===== config.mk =====
export PLATFORM = sky130hd
export DESIGN_NAME = clock_with_keypad_time_entry_core_flat
export DESIGN_NICKNAME = d
export VERILOG_FILES = /design/src/rtl/clkkp_pkg.sv /design/src/rtl/clkkp_in_if.sv /design/src/rtl/clkkp_out_if.sv /design/src/rtl/clkkp_cfg_if.sv /design/src/rtl/clkkp_step.sv /design/src/rtl/clock_with_keypad_time_entry_core.sv /design/src/flat_wrapper.sv
export VERILOG_INCLUDE_DIRS = /design/src /design/src/rtl
export SDC_FILE = /design/constraint.sdc
export NUM_CORES = 1
export LEC_CHECK = 0
export BUFFER_PORTS_ARGS = -buffer_cell sky130_fd_sc_hd__clkbuf_2
export CELL_PAD_IN_SITES_DETAIL_PLACEMENT = 0
export CELL_PAD_IN_SITES_GLOBAL_PLACEMENT = 1
export CORE_MARGIN = 3
export CORE_UTILIZATION = 51
export DETAILED_ROUTE_END_ITERATION = 8
export GPL_ROUTABILITY_DRIVEN = 0
export GPL_TIMING_DRIVEN = 0
export PLACE_DENSITY = 0.88
export SLEW_MARGIN = 20
export SYNTH_ARGS = -nofsm -noshare
export SYNTH_HDL_FRONTEND = slang
export SYNTH_SLANG_ARGS = --single-unit
export TNS_END_PERCENT = 5

===== constraint.sdc =====
create_clock -name i_clk -period 10.9 [get_ports i_clk]
set_clock_uncertainty 0.1 [all_clocks]
set_input_delay 2.18 -clock i_clk [delete_from_list [all_inputs] [get_ports i_clk]]
set_output_delay 2.18 -clock i_clk [all_outputs]
set_load 0.005 [all_outputs]

===== src/rtl/clock_with_keypad_time_entry_core_macros.svh =====
// Assertion macros shared by the clock core RTL.
// Included by the core module, which carries the concurrent checks; needs no package.
`ifndef CLOCK_WITH_KEYPAD_TIME_ENTRY_CORE_MACROS_SVH
`define CLOCK_WITH_KEYPAD_TIME_ENTRY_CORE_MACROS_SVH

// Same-cycle implication, disabled while reset is low
`define CLKKP_ASSERT_NOW(lbl, clk, rst_n, ante, cons, msg) \
    lbl: assert property (@(posedge clk) disable iff (!(rst_n)) (ante) |-> (cons)) \
        else $error(msg);

// Next-cycle implication, disabled while reset is low
`define CLKKP_ASSERT_NEXT(lbl, clk, rst_n, ante, cons, msg) \
    lbl: assert property (@(posedge clk) disable iff (!(rst_n)) (ante) |=> (cons)) \
        else $error(msg);

`endif


===== src/rtl/clkkp_pkg.sv =====
// Types, constants and helpers for the keypad clock core.
// No dependencies; imported by the interfaces and all modules.
`timescale 1ns / 1ps

package clkkp_pkg;

    // Configuration register indexes
    localparam logic [7:0] REG_ENTER  = 8'd0;
    localparam logic [7:0] REG_EDIT   = 8'd1;
    localparam logic [7:0] REG_ESCAPE = 8'd2;
    localparam logic [7:0] REG_DELETE = 8'd3;

    // Key code reset values
    localparam logic [7:0] RST_ENTER  = 8'd13;
    localparam logic [7:0] RST_EDIT   = 8'd69;
    localparam logic [7:0] RST_ESCAPE = 8'd27;
    localparam logic [7:0] RST_DELETE = 8'd8;

    // Request kinds
    localparam logic REQ_TICK = 1'b0;
    localparam logic REQ_KEY  = 1'b1;

    // Modes
    localparam logic MODE_VIEW = 1'b0;
    localparam logic MODE_EDIT = 1'b1;

    // ASCII digit bounds and per-position digit limits
    localparam logic [7:0] CH_ZERO = 8'h30;
    localparam logic [3:0] LIM_H10     = 4'd2;
    localparam logic [3:0] LIM_H1_LOW  = 4'd9;
    localparam logic [3:0] LIM_H1_HIGH = 4'd3;
    localparam logic [3:0] LIM_TENS    = 4'd5;
    localparam logic [3:0] LIM_UNITS   = 4'd9;

    // Entry positions
    localparam logic [2:0] POS_FIRST = 3'd1;
    localparam logic [2:0] POS_LAST  = 3'd6;
    localparam logic [2:0] POS_DONE  = 3'd7;

    // Counter wrap points (last value before wrap)
    localparam logic [5:0] SEC_MAX  = 6'd59;
    localparam logic [5:0] MIN_MAX  = 6'd59;
    localparam logic [4:0] HOUR_MAX = 5'd23;

    typedef struct packed {
        logic       req_type;
        logic [7:0] key_code;
    } t_in_item;

    typedef struct packed {
        logic       edit_mode;
        logic [4:0] hours_now;
        logic [5:0] minutes_now;
        logic [5:0] seconds_now;
        logic [2:0] entry_position;
        logic       echo_valid;
        logic [7:0] echo_char;
        logic       clear_display;
        logic       delete_last;
        logic       refresh_display;
    } t_out_item;

    typedef struct packed {
        logic [7:0] idx;
        logic [7:0] wdata;
    } t_cfg_item;

    typedef struct packed {
        logic [7:0] enter_key;
        logic [7:0] edit_key;
        logic [7:0] escape_key;
        logic [7:0] delete_key;
    } t_keys;

    typedef struct packed {
        logic            mode;
        logic [4:0]      hours;
        logic [5:0]      minutes;
        logic [5:0]      seconds;
        logic [2:0]      pos;
        logic [5:0][3:0] digits;
    } t_state;

    // Two decimal digits to a binary value: hi*10 + lo
    function automatic logic [6:0] dec_pair(input logic [3:0] hi, input logic [3:0] lo);
        logic [6:0] hi_w;
        hi_w = {3'b000, hi};
        return (hi_w << 3) + (hi_w << 1) + {3'b000, lo};
    endfunction

endpackage


===== src/rtl/clkkp_in_if.sv =====
// Valid/ready channel carrying request items into the clock core.
// Depends on clkkp_pkg for the payload type.
`timescale 1ns / 1ps

interface clkkp_in_if import clkkp_pkg::*; ();
    logic     valid;
    logic     ready;
    t_in_item data;

    modport source (output valid, output data, input ready);
    modport sink   (input valid, input data, output ready);
endinterface


===== src/rtl/clkkp_out_if.sv =====
// Valid/ready channel carrying result items out of the clock core.
// Depends on clkkp_pkg for the payload type.
`timescale 1ns / 1ps

interface clkkp_out_if import clkkp_pkg::*; ();
    logic      valid;
    logic      ready;
    t_out_item data;

    modport source (output valid, output data, input ready);
    modport sink   (input valid, input data, output ready);
endinterface


===== src/rtl/clkkp_cfg_if.sv =====
// Valid/ready write channel for the key code registers.
// Depends on clkkp_pkg for the payload type.
`timescale 1ns / 1ps

interface clkkp_cfg_if import clkkp_pkg::*; ();
    logic      valid;
    logic      ready;
    t_cfg_item data;

    modport source (output valid, output data, input ready);
    modport sink   (input valid, input data, output ready);
endinterface


===== src/rtl/clkkp_step.sv =====
// Next-state and result logic for one request item of the clock core.
// Purely combinational; depends on clkkp_pkg.
`timescale 1ns / 1ps

module clkkp_step import clkkp_pkg::*; (
    input  t_state    i_state,
    input  t_keys     i_keys,
    input  t_in_item  i_item,
    output t_state    o_state,
    output t_out_item o_result
);

    t_state     n_st;
    t_out_item  res;
    logic [3:0] lim;
    logic [7:0] key_hi;
    logic       digit_ok;
    logic [2:0] wr_idx;

    // Upper digit bound for the current entry position
    always_comb begin
        case (i_state.pos)
            3'd1:    lim = LIM_H10;
            3'd2:    lim = (i_state.digits[0] < LIM_H10) ? LIM_H1_LOW : LIM_H1_HIGH;
            3'd3:    lim = LIM_TENS;
            3'd4:    lim = LIM_UNITS;
            3'd5:    lim = LIM_TENS;
            3'd6:    lim = LIM_UNITS;
            default: lim = 4'd0;
        endcase
    end

    assign key_hi   = CH_ZERO + {4'b0000, lim};
    assign digit_ok = (i_state.mode == MODE_EDIT)
                   && (i_state.pos >= POS_FIRST) && (i_state.pos <= POS_LAST)
                   && (i_item.key_code >= CH_ZERO) && (i_item.key_code <= key_hi);
    assign wr_idx   = i_state.pos - 3'd1;

    always_comb begin
        n_st = i_state;
        res  = '0;
        if (i_item.req_type == REQ_TICK) begin
            // Refresh in view mode, then advance the time
            res.refresh_display = (i_state.mode == MODE_VIEW);
            if (i_state.seconds >= SEC_MAX) begin
                n_st.seconds = '0;
                if (i_state.minutes >= MIN_MAX) begin
                    n_st.minutes = '0;
                    n_st.hours   = (i_state.hours >= HOUR_MAX) ? '0 : i_state.hours + 5'd1;
                end else begin
                    n_st.minutes = i_state.minutes + 6'd1;
                end
            end else begin
                n_st.seconds = i_state.seconds + 6'd1;
            end
        end else begin
            // Store and echo an accepted digit
            if (digit_ok) begin
                for (int i = 0; i < 6; i++) begin
                    if (wr_idx == 3'(i)) begin
                        n_st.digits[i] = i_item.key_code[3:0];
                    end
                end
                n_st.pos       = i_state.pos + 3'd1;
                res.echo_valid = 1'b1;
                res.echo_char  = i_item.key_code;
            end
            // Load the entered time once all six digits are in
            if ((i_item.key_code == i_keys.enter_key) && (n_st.pos == POS_DONE)) begin
                n_st.mode    = MODE_VIEW;
                n_st.pos     = POS_FIRST;
                n_st.hours   = 5'(dec_pair(n_st.digits[0], n_st.digits[1]));
                n_st.minutes = 6'(dec_pair(n_st.digits[2], n_st.digits[3]));
                n_st.seconds = 6'(dec_pair(n_st.digits[4], n_st.digits[5]));
            end
            // Edit, else escape, else delete
            if ((i_item.key_code == i_keys.edit_key) && (n_st.mode == MODE_VIEW)) begin
                n_st.mode         = MODE_EDIT;
                n_st.pos          = POS_FIRST;
                res.clear_display = 1'b1;
            end else if (i_item.key_code == i_keys.escape_key) begin
                n_st.mode = MODE_VIEW;
                n_st.pos  = POS_FIRST;
            end else if ((i_item.key_code == i_keys.delete_key) && (n_st.mode == MODE_EDIT)) begin
                if (n_st.pos > POS_FIRST) begin
                    n_st.pos        = n_st.pos - 3'd1;
                    res.delete_last = 1'b1;
                end
            end
        end
        res.edit_mode      = n_st.mode;
        res.hours_now      = n_st.hours;
        res.minutes_now    = n_st.minutes;
        res.seconds_now    = n_st.seconds;
        res.entry_position = n_st.pos;
    end

    assign o_state  = n_st;
    assign o_result = res;

endmodule


===== src/rtl/clock_with_keypad_time_entry_core.sv =====
// Keypad clock core: time-of-day counter with keypad time entry.
// Usage:
//   i_item   request items: req_type 0 is a one-second tick, 1 is a key press
//            with its ASCII key_code.
//   o_result one result item per request: mode, time, entry position and
//            the display actions (echo, clear, delete, refresh).
//   i_cfg    writes the enter, edit, escape and delete key codes (index 0..3);
//            always ready, other indexes are ignored. Write only while idle.
// Timing:
//   An accepted item's result is registered into the output stage. One item is
//   accepted per cycle while i_item.ready is high; the whole state update is a
//   single pass through the step logic into the state and result registers.
//   A two-entry output stage (result register plus skid register) keeps
//   i_item.ready high while one finished result waits; ready drops only when
//   both entries are full, i.e. when a result is held by a stalled receiver
//   at the edge where a further item is accepted.
// Reset (i_rst_n low, synchronous): view mode, time 00:00:00, entry
// position 1, digits zero, key codes 13/69/27/8, output stage empty.
`timescale 1ns / 1ps
`include "clock_with_keypad_time_entry_core_macros.svh"

module clock_with_keypad_time_entry_core import clkkp_pkg::*; (
    input  logic         i_clk,
    input  logic         i_rst_n,
    clkkp_in_if.sink     i_item,
    clkkp_out_if.source  o_result,
    clkkp_cfg_if.sink    i_cfg
);

    t_state    r_state;
    t_state    n_state;
    t_keys     r_keys;
    t_out_item n_result;
    t_out_item r_out;
    t_out_item r_skid;
    logic      r_out_valid;
    logic      r_skid_valid;
    logic      in_fire;
    logic      out_fire;

    assign i_item.ready    = !r_skid_valid;
    assign i_cfg.ready     = 1'b1;
    assign o_result.valid  = r_out_valid;
    assign o_result.data   = r_out;

    assign in_fire  = i_item.valid && !r_skid_valid;
    assign out_fire = r_out_valid && o_result.ready;

    clkkp_step u_step (
        .i_state  (r_state),
        .i_keys   (r_keys),
        .i_item   (i_item.data),
        .o_state  (n_state),
        .o_result (n_result)
    );

    // Key code registers
    always_ff @(posedge i_clk) begin
        if (!i_rst_n) begin
            r_keys.enter_key  <= RST_ENTER;
            r_keys.edit_key   <= RST_EDIT;
            r_keys.escape_key <= RST_ESCAPE;
            r_keys.delete_key <= RST_DELETE;
        end else if (i_cfg.valid) begin
            unique case (i_cfg.data.idx)
                REG_ENTER:  r_keys.enter_key  <= i_cfg.data.wdata;
                REG_EDIT:   r_keys.edit_key   <= i_cfg.data.wdata;
                REG_ESCAPE: r_keys.escape_key <= i_cfg.data.wdata;
                REG_DELETE: r_keys.delete_key <= i_cfg.data.wdata;
                default: ;
            endcase
        end
    end

    // Clock and edit state, advanced on every accepted item
    always_ff @(posedge i_clk) begin
        if (!i_rst_n) begin
            r_state.mode    <= MODE_VIEW;
            r_state.hours   <= '0;
            r_state.minutes <= '0;
            r_state.seconds <= '0;
            r_state.pos     <= POS_FIRST;
            r_state.digits  <= '0;
        end else if (in_fire) begin
            r_state <= n_state;
        end
    end

    // Output stage control: result register backed by a skid entry
    always_ff @(posedge i_clk) begin
        if (!i_rst_n) begin
            r_out_valid  <= 1'b0;
            r_skid_valid <= 1'b0;
        end else begin
            if (in_fire) begin
                if (!r_out_valid || out_fire) begin
                    r_out_valid <= 1'b1;
                end else begin
                    r_skid_valid <= 1'b1;
                end
            end else if (out_fire) begin
                r_out_valid  <= r_skid_valid;
                r_skid_valid <= 1'b0;
            end
        end
    end

    // Output stage payload
    always_ff @(posedge i_clk) begin
        if (in_fire) begin
            if (!r_out_valid || out_fire) begin
                r_out <= n_result;
            end else begin
                r_skid <= n_result;
            end
        end else if (out_fire && r_skid_valid) begin
            r_out <= r_skid;
        end
    end

    `CLKKP_ASSERT_NOW(a_skid_implies_out, i_clk, i_rst_n,
        r_skid_valid, r_out_valid, "skid entry held without a result in the output register")
    `CLKKP_ASSERT_NOW(a_view_pos_first, i_clk, i_rst_n,
        r_state.mode == MODE_VIEW, r_state.pos == POS_FIRST,
        "entry position not reset in view mode")
    `CLKKP_ASSERT_NOW(a_time_range, i_clk, i_rst_n, 1'b1,
        (r_state.seconds <= SEC_MAX) && (r_state.minutes <= MIN_MAX)
            && (r_state.hours <= HOUR_MAX),
        "time counter out of range")
    `CLKKP_ASSERT_NOW(a_pos_nonzero, i_clk, i_rst_n,
        1'b1, r_state.pos != 3'd0, "entry position fell to zero")
    `CLKKP_ASSERT_NEXT(a_fire_gives_result, i_clk, i_rst_n,
        in_fire, r_out_valid, "accepted item left no result")

endmodule


===== src/flat_wrapper.sv =====
// flat-port wrapper written by rule: the top's interface ports become plain ports
module clock_with_keypad_time_entry_core_flat import clkkp_pkg::*;
  (i_clk, i_rst_n, i_item_valid, i_item_data, i_item_ready, o_result_valid, o_result_data, o_result_ready, i_cfg_valid, i_cfg_data, i_cfg_ready);
  clkkp_in_if i_item_i ();
  clkkp_out_if o_result_i ();
  clkkp_cfg_if i_cfg_i ();
  input  logic i_clk;
  input  logic i_rst_n;
  input wire logic [$bits(i_item_i.valid)-1:0] i_item_valid;
  input wire logic [$bits(i_item_i.data)-1:0] i_item_data;
  output wire logic [$bits(i_item_i.ready)-1:0] i_item_ready;
  output wire logic [$bits(o_result_i.valid)-1:0] o_result_valid;
  output wire logic [$bits(o_result_i.data)-1:0] o_result_data;
  input wire logic [$bits(o_result_i.ready)-1:0] o_result_ready;
  input wire logic [$bits(i_cfg_i.valid)-1:0] i_cfg_valid;
  input wire logic [$bits(i_cfg_i.data)-1:0] i_cfg_data;
  output wire logic [$bits(i_cfg_i.ready)-1:0] i_cfg_ready;
  assign i_item_i.valid = i_item_valid;
  assign i_item_i.data = i_item_data;
  assign i_item_ready = i_item_i.ready;
  assign o_result_valid = o_result_i.valid;
  assign o_result_data = o_result_i.data;
  assign o_result_i.ready = o_result_ready;
  assign i_cfg_i.valid = i_cfg_valid;
  assign i_cfg_i.data = i_cfg_data;
  assign i_cfg_ready = i_cfg_i.ready;
  clock_with_keypad_time_entry_core u_core (.i_clk(i_clk), .i_rst_n(i_rst_n), .i_item(i_item_i), .o_result(o_result_i), .i_cfg(i_cfg_i));
endmodule

== Word level (Yosys, flattened, before mapping) ==
Cells that the tools add are included.
Word-level totals
  register bits after elaboration: 145
  latch bits: 0
  memory bits (writable): 0
  memory bits (read-only): 0
  logic and storage cells: 154
  memories kept: 0
Cells by class
  add/sub/neg operators: 13
  multiply operators: 0
  div/mod/pow operators: 0
  $lt $le $gt $ge: 9
  equality and inequality tests: 21
  shifts and indexed selects: 0
  multiplexer cells: 43
  bitwise logic cells: 3
  reductions and logical operators: 28
Operators by type and width (count)
  33-bit 2-to-1 mux: 3
  27-bit 2-to-1 mux: 3
  21-bit 2-to-1 mux: 2
  8-bit equality test: 4
  4-bit 2-to-1 mux: 7
  11-bit 2-to-1 mux: 2
  3-bit equality test (second input constant): 6
  2-bit AND reduction: 9
  17-bit 2-to-1 mux: 1
  8-bit by 2-bit equality test with 1-bit output (second input constant): 2
  4-bit one-hot mux with 4 select lines: 1
  1-bit 2-to-1 mux: 15
  6-bit by 1-bit adder with 6-bit output (second input constant): 2
  6-bit by 4-bit adder with 6-bit output: 2
  6-bit by 5-bit adder with 6-bit output: 2
  3-bit by 2-bit equality test with 1-bit output (second input constant): 4
  6-bit greater-or-equal comparator (second input constant): 2
  3-bit 2-to-1 mux: 4
  6-bit 2-to-1 mux: 2
  1-bit logical AND: 10
  5-bit 2-to-1 mux: 2
  9-bit 2-to-1 mux: 1
  8-bit by 1-bit equality test with 1-bit output (second input constant): 1
  8-bit by 6-bit greater-or-equal comparator with 1-bit output (second input constant): 1
  21 further kinds: 29

== Longest topological paths before layout ==
  depth after elaboration: 20
  depth in mapped cells: 20

== By module ==
A second synthesis with hierarchy kept.
Unflattened totals
  cell total of the unflattened synthesis: 909
  area total of the unflattened synthesis: 8568.2 um2
By module, submodules not included
  clock_with_keypad_time_entry_core: times used 1, cells each 509, area an instance 5452.7 um2, seq. area each 3563.4 um2
  clkkp_step: times used 1, cells each 400, area an instance 3115.5 um2, seq. area each 0.0 um2

== Least setup slack after synthesis ==
OpenSTA, ideal clock, no wires.
  path type: input -> register
  start: input port i_item_data[0]
  end: register u_core.r_out, in the netlist u_core.o_result.data[31], data pin
  setup time: 0.261 ns
  arrival: 5.986 ns
  required time: 10.539 ns
  setup slack: 4.553 ns
  cell stages on the path: 16
  buffers on the path: 3
  path through: clkbuf_1 -> inv_1 -> clkbuf_1 -> ha_1 -> nand2_1 -> o2111a_1 -> nor3_4 -> buf_2 -> nand3_1 -> mux2i_1 -> fa_1 -> fa_1 -> xnor2_1 -> xnor2_1 -> mux2_2 -> a221o_1
On the way
  cells in the longest elaborated chain, start to end: 12
  elaborated cells on any way between the ends: 18
  classes of those cells: add/sub: 2; order compare: 2; eq/ne: 2; mux: 9; reduce/logical: 3
Ends and longest elaborated chain
  from (decl): RTL line flat_wrapper.sv:10  | input wire logic [$bits(i_item_i.data)-1:0] i_item_data;
  8-bit by 6-bit greater-or-equal comparator with 1-bit output: RTL line clkkp_step.sv:36  | && (i_item.key_code >= CH_ZERO) && (i_item.key_code <= key_hi);
  1-bit logical AND (2 in a row): RTL line clkkp_step.sv:36
  27-bit 2-to-1 mux: RTL line clkkp_step.sv:58  | if (digit_ok) begin
  27-bit 2-to-1 mux: RTL line clkkp_step.sv:42  | if (i_item.req_type == REQ_TICK) begin
  5-bit adder or 3-bit equality test (tied branches): RTL line clkkp_pkg.sv:88, clkkp_step.sv:69
  5-bit by 4-bit adder with 5-bit output or 1-bit logical AND (tied branches): RTL line clkkp_pkg.sv:88, clkkp_step.sv:69
  21-bit 2-to-1 mux (*): RTL line clkkp_step.sv:69  | if ((i_item.key_code == i_keys.enter_key) && (n_st.pos == POS_DONE)) begin
  21-bit 2-to-1 mux (*): RTL line clkkp_step.sv:42
  17-bit 2-to-1 mux (*): RTL line clkkp_step.sv:42
  33-bit 2-to-1 mux (*): RTL line clock_with_keypad_time_entry_core.sv:111  | if (!r_out_valid || out_fire) begin
  33-bit 2-to-1 mux (*): RTL line clock_with_keypad_time_entry_core.sv:110  | if (in_fire) begin
  to (signal assigned): RTL line clock_with_keypad_time_entry_core.sv:112  | r_out <= n_result;
  to (signal assigned): RTL line clock_with_keypad_time_entry_core.sv:117  | r_out <= r_skid;
  to (decl): RTL line clock_with_keypad_time_entry_core.sv:34  | t_out_item r_out;
Mark *: on every way between the ends. The rest lies on a longest branch, timed or not. The select of a mux whose other input is x is not followed.
A chain may end at the register's enable or synchronous reset.

== Worst setup path in the final report ==
Same ends and word-level chain as after synthesis.

==> results.txt <==
DR vias/cell = 5.98
EDFF count, synth = 66
initial core utilization = 52.7%
Max-Cap Viols = 0
Seq cells post-synth = 145
clock-pin slew on the worst setup and hold paths = 0.06 ns
Final Hold Vio Count = 0
1st-iter DRT viols = 637
DR WL/cell = 19.3 um
crit path max fanout = 10
gr ovfl total = 0
critical path type = input port to register
Mapped Cells = 767
pwr/cell area = 154 nW/um2
first-pass GRT wire length = 32000 um
TritonCTS Buffers = 17
Pleak = 3.82 nW
TNS Setup = 0 ns
total track usage = 24.9%
Rel. slew slack = 44.8%
Max Fclk = 146 MHz
Peak VDD IR = 0.103 mV
post-placement cell area = 8340 um2
Die Area = 16700 um2
main combinational cell family by area after synthesis = simple AND/OR/NAND/NOR gates
depth of the worst register-to-register path = 17
CTS Hold Bufs = 0
ys async rst share = 0%
Die Ht = 129 um
Mean Syn Cell Area = 10.1 um2
commonest non-fill, non-tap cell in the layout = dfxtp_1
commonest non-fill, non-tap cells in the layout = dfxtp_1 (79), edfxtp_1 (66), nor2_1 (62), clkbuf_2 (59), mux2i_1 (47)
vias = 6254
initial antenna violation count = 0
largest net degree at the start of global routing = 22
Final Cell Area = 8970 um2
post-synthesis simple-gate area fraction = 14.7%
DP HPWL = 14600 um
post-layout net count = 911
post-route non-filler standard cell count = 1045
fraction of the yosys area taken by sequential cells = 46.0%
mux share of post-synthesis cell area = 9.56%
CTS tree = built
CTS root buffer = clkbuf_16
period utilization = 62.7%
fill count = 1217
type of origin of the critical path = input port
drt first pass iters = 5
Clock Latency Late Sink = 0.43 ns
Post-CTS Repair Setup Buffers = 0
CTS HTree Levels = 4
Core Rows = 44
PostCTS Resize Cnt = 0
Synth Area in Compound Gates = 14.0%
Stages on worst setup path = 16
Design Power = 1.38 mW
Post-Synth XOR/XNOR Area = 5.41%
final slew viol count = 0
Worst EP required = 10.97 ns
Layout area overhead = 15.8%
final hold slack = 0.383 ns
Worst Tran Pin Value = 0.828 ns
Post-DRT Antenna Nets = 0
worst path buffer plus inverter count = 4
Ys Warns = 0
PortBufs = 59
status = completed
# DRC = 0
ant diodes = 0
vias in the first global route = 6069
Hold Path Cell Cnt = 2
RSZ-0062 raised after global routing = no
Mapped Area = 7740 um2
CP arrival = 6.90 ns
dominant synthesized flop cell = dfxtp_1
final wirelength = 20100 um
CTS sink cnt = 145
Die Width = 129 um
Post-Place Cells = 1013
Core Area = 14700 um2
Final setup violation count = 0
Critical Path Max Stage Delay = 0.51 ns
Critical Path End Type = register
Boundary Pins = 66
post-synthesis adder-cell area fraction = 5.91%
clock buffer depth = 2
layout cells sized above 1 = 16.3%
Hold Crit Class = register to register
count of different cell masters after synthesis = 70
crit path time final = 6.83 ns
CP Cell Sequence = clkbuf_1 > inv_1 > clkbuf_1 > ha_1 > nand2_1 > o2111a_1 > nor3_4 > buf_2 > nand3_1 > mux2i_1 > fa_1 > fa_1 > xnor2_1 > xnor2_1 > mux2_2 > a221o_1
CP max-delay cell = fa_1
CP delay by family, top = adder cells
[cell families after synthesis]
logic type / count (synthesis)
simple gates: 224
compound gates: 165
flops: 145
buf+inv: 80
mux: 71
xor+xnor: 47
fa+ha+maj: 33
other cells: 2
[worst min-delay path, delay by kind of cell (launching register included)]
kind	cells	cell delay, ns
DFF	1	0.31
AOI/OAI and AO/OA	2	0.13
[per-stage QoR]
stage                     setup WS [ns]  util [%]
after floorplan                    4.55         -
after global placement             3.79      56.3
after detailed placement           3.67      56.8
after CTS                          4.08      61.0
after global routing               3.84      61.0
final                              4.07      61.0
[cells in the mapped netlist (all sizes together) (15+ instances only)]
library cell / number / area, um2
dfxtp: 79 / 1580
edfxtp: 66 / 1980
nor2: 63 / 239
mux2i: 47 / 470
nand2: 46 / 173
a21oi: 43 / 215
o21ai: 43 / 215
clkbuf: 34 / 128
inv: 30 / 113
ha: 27 / 338
xnor2: 27 / 244
nor2b: 26 / 163
mux2: 24 / 270
nor3: 24 / 131
xor2: 20 / 175
a211oi: 16 / 133
nand3: 15 / 75.1
[power by group]
group / internal [mW] / switching (mW)
combinational: 0.0551 / 0.0913
clock: 0.389 / 0.239
sequential: 0.594 / 0.0126
[worst paths after layout]
| kind | from | to | slack, ns |
|---|---|---|---|
| max reg2reg | u_core.r_state[24] | u_core.o_result.data[31] | 5.03 |
| min | u_core.r_state[20] | u_core.r_state[20] | 0.38 |
| max | i_item_data[0] | u_core.o_result.data[31] | 4.07 |
| min reg2reg | u_core.r_state[20] | u_core.r_state[20] | 0.38 |
[registers in the layout, summed over array words and instances, names as in the netlist]
name                   count
u_core.r_keys             32
u_core.r_state            45
u_core.r_skid_valid        1
u_core.o_result.valid      1
u_core.o_result.data      33
u_core.r_skid             33
[cell type report]
| class | count | area, um2 | share of cell area (%) |
|---|---|---|---|
| Buffer | 48 | 214 | 2.38 |
| Clock buffer | 19 | 433 | 4.82 |
| Clock inverter | 13 | 198 | 2.20 |
| Inverter | 32 | 120 | 1.34 |
| Multi-Input combinational cell | 543 | 3860 | 43.1 |
| Sequential cell | 145 | 3560 | 39.7 |
| Tap cell | 184 | 230 | 2.57 |
| Timing Repair Buffer | 61 | 350 | 3.90 |
[metal layers]
layer | global-route usage, % | wire length, um
met5 | 0 | 0
met4 | 9.39 | 421
met3 | 4.95 | 1370
met2 | 39.4 | 9460
met1 | 33.9 | 8860
Note: power is estimated with default switching activity, not from simulation.
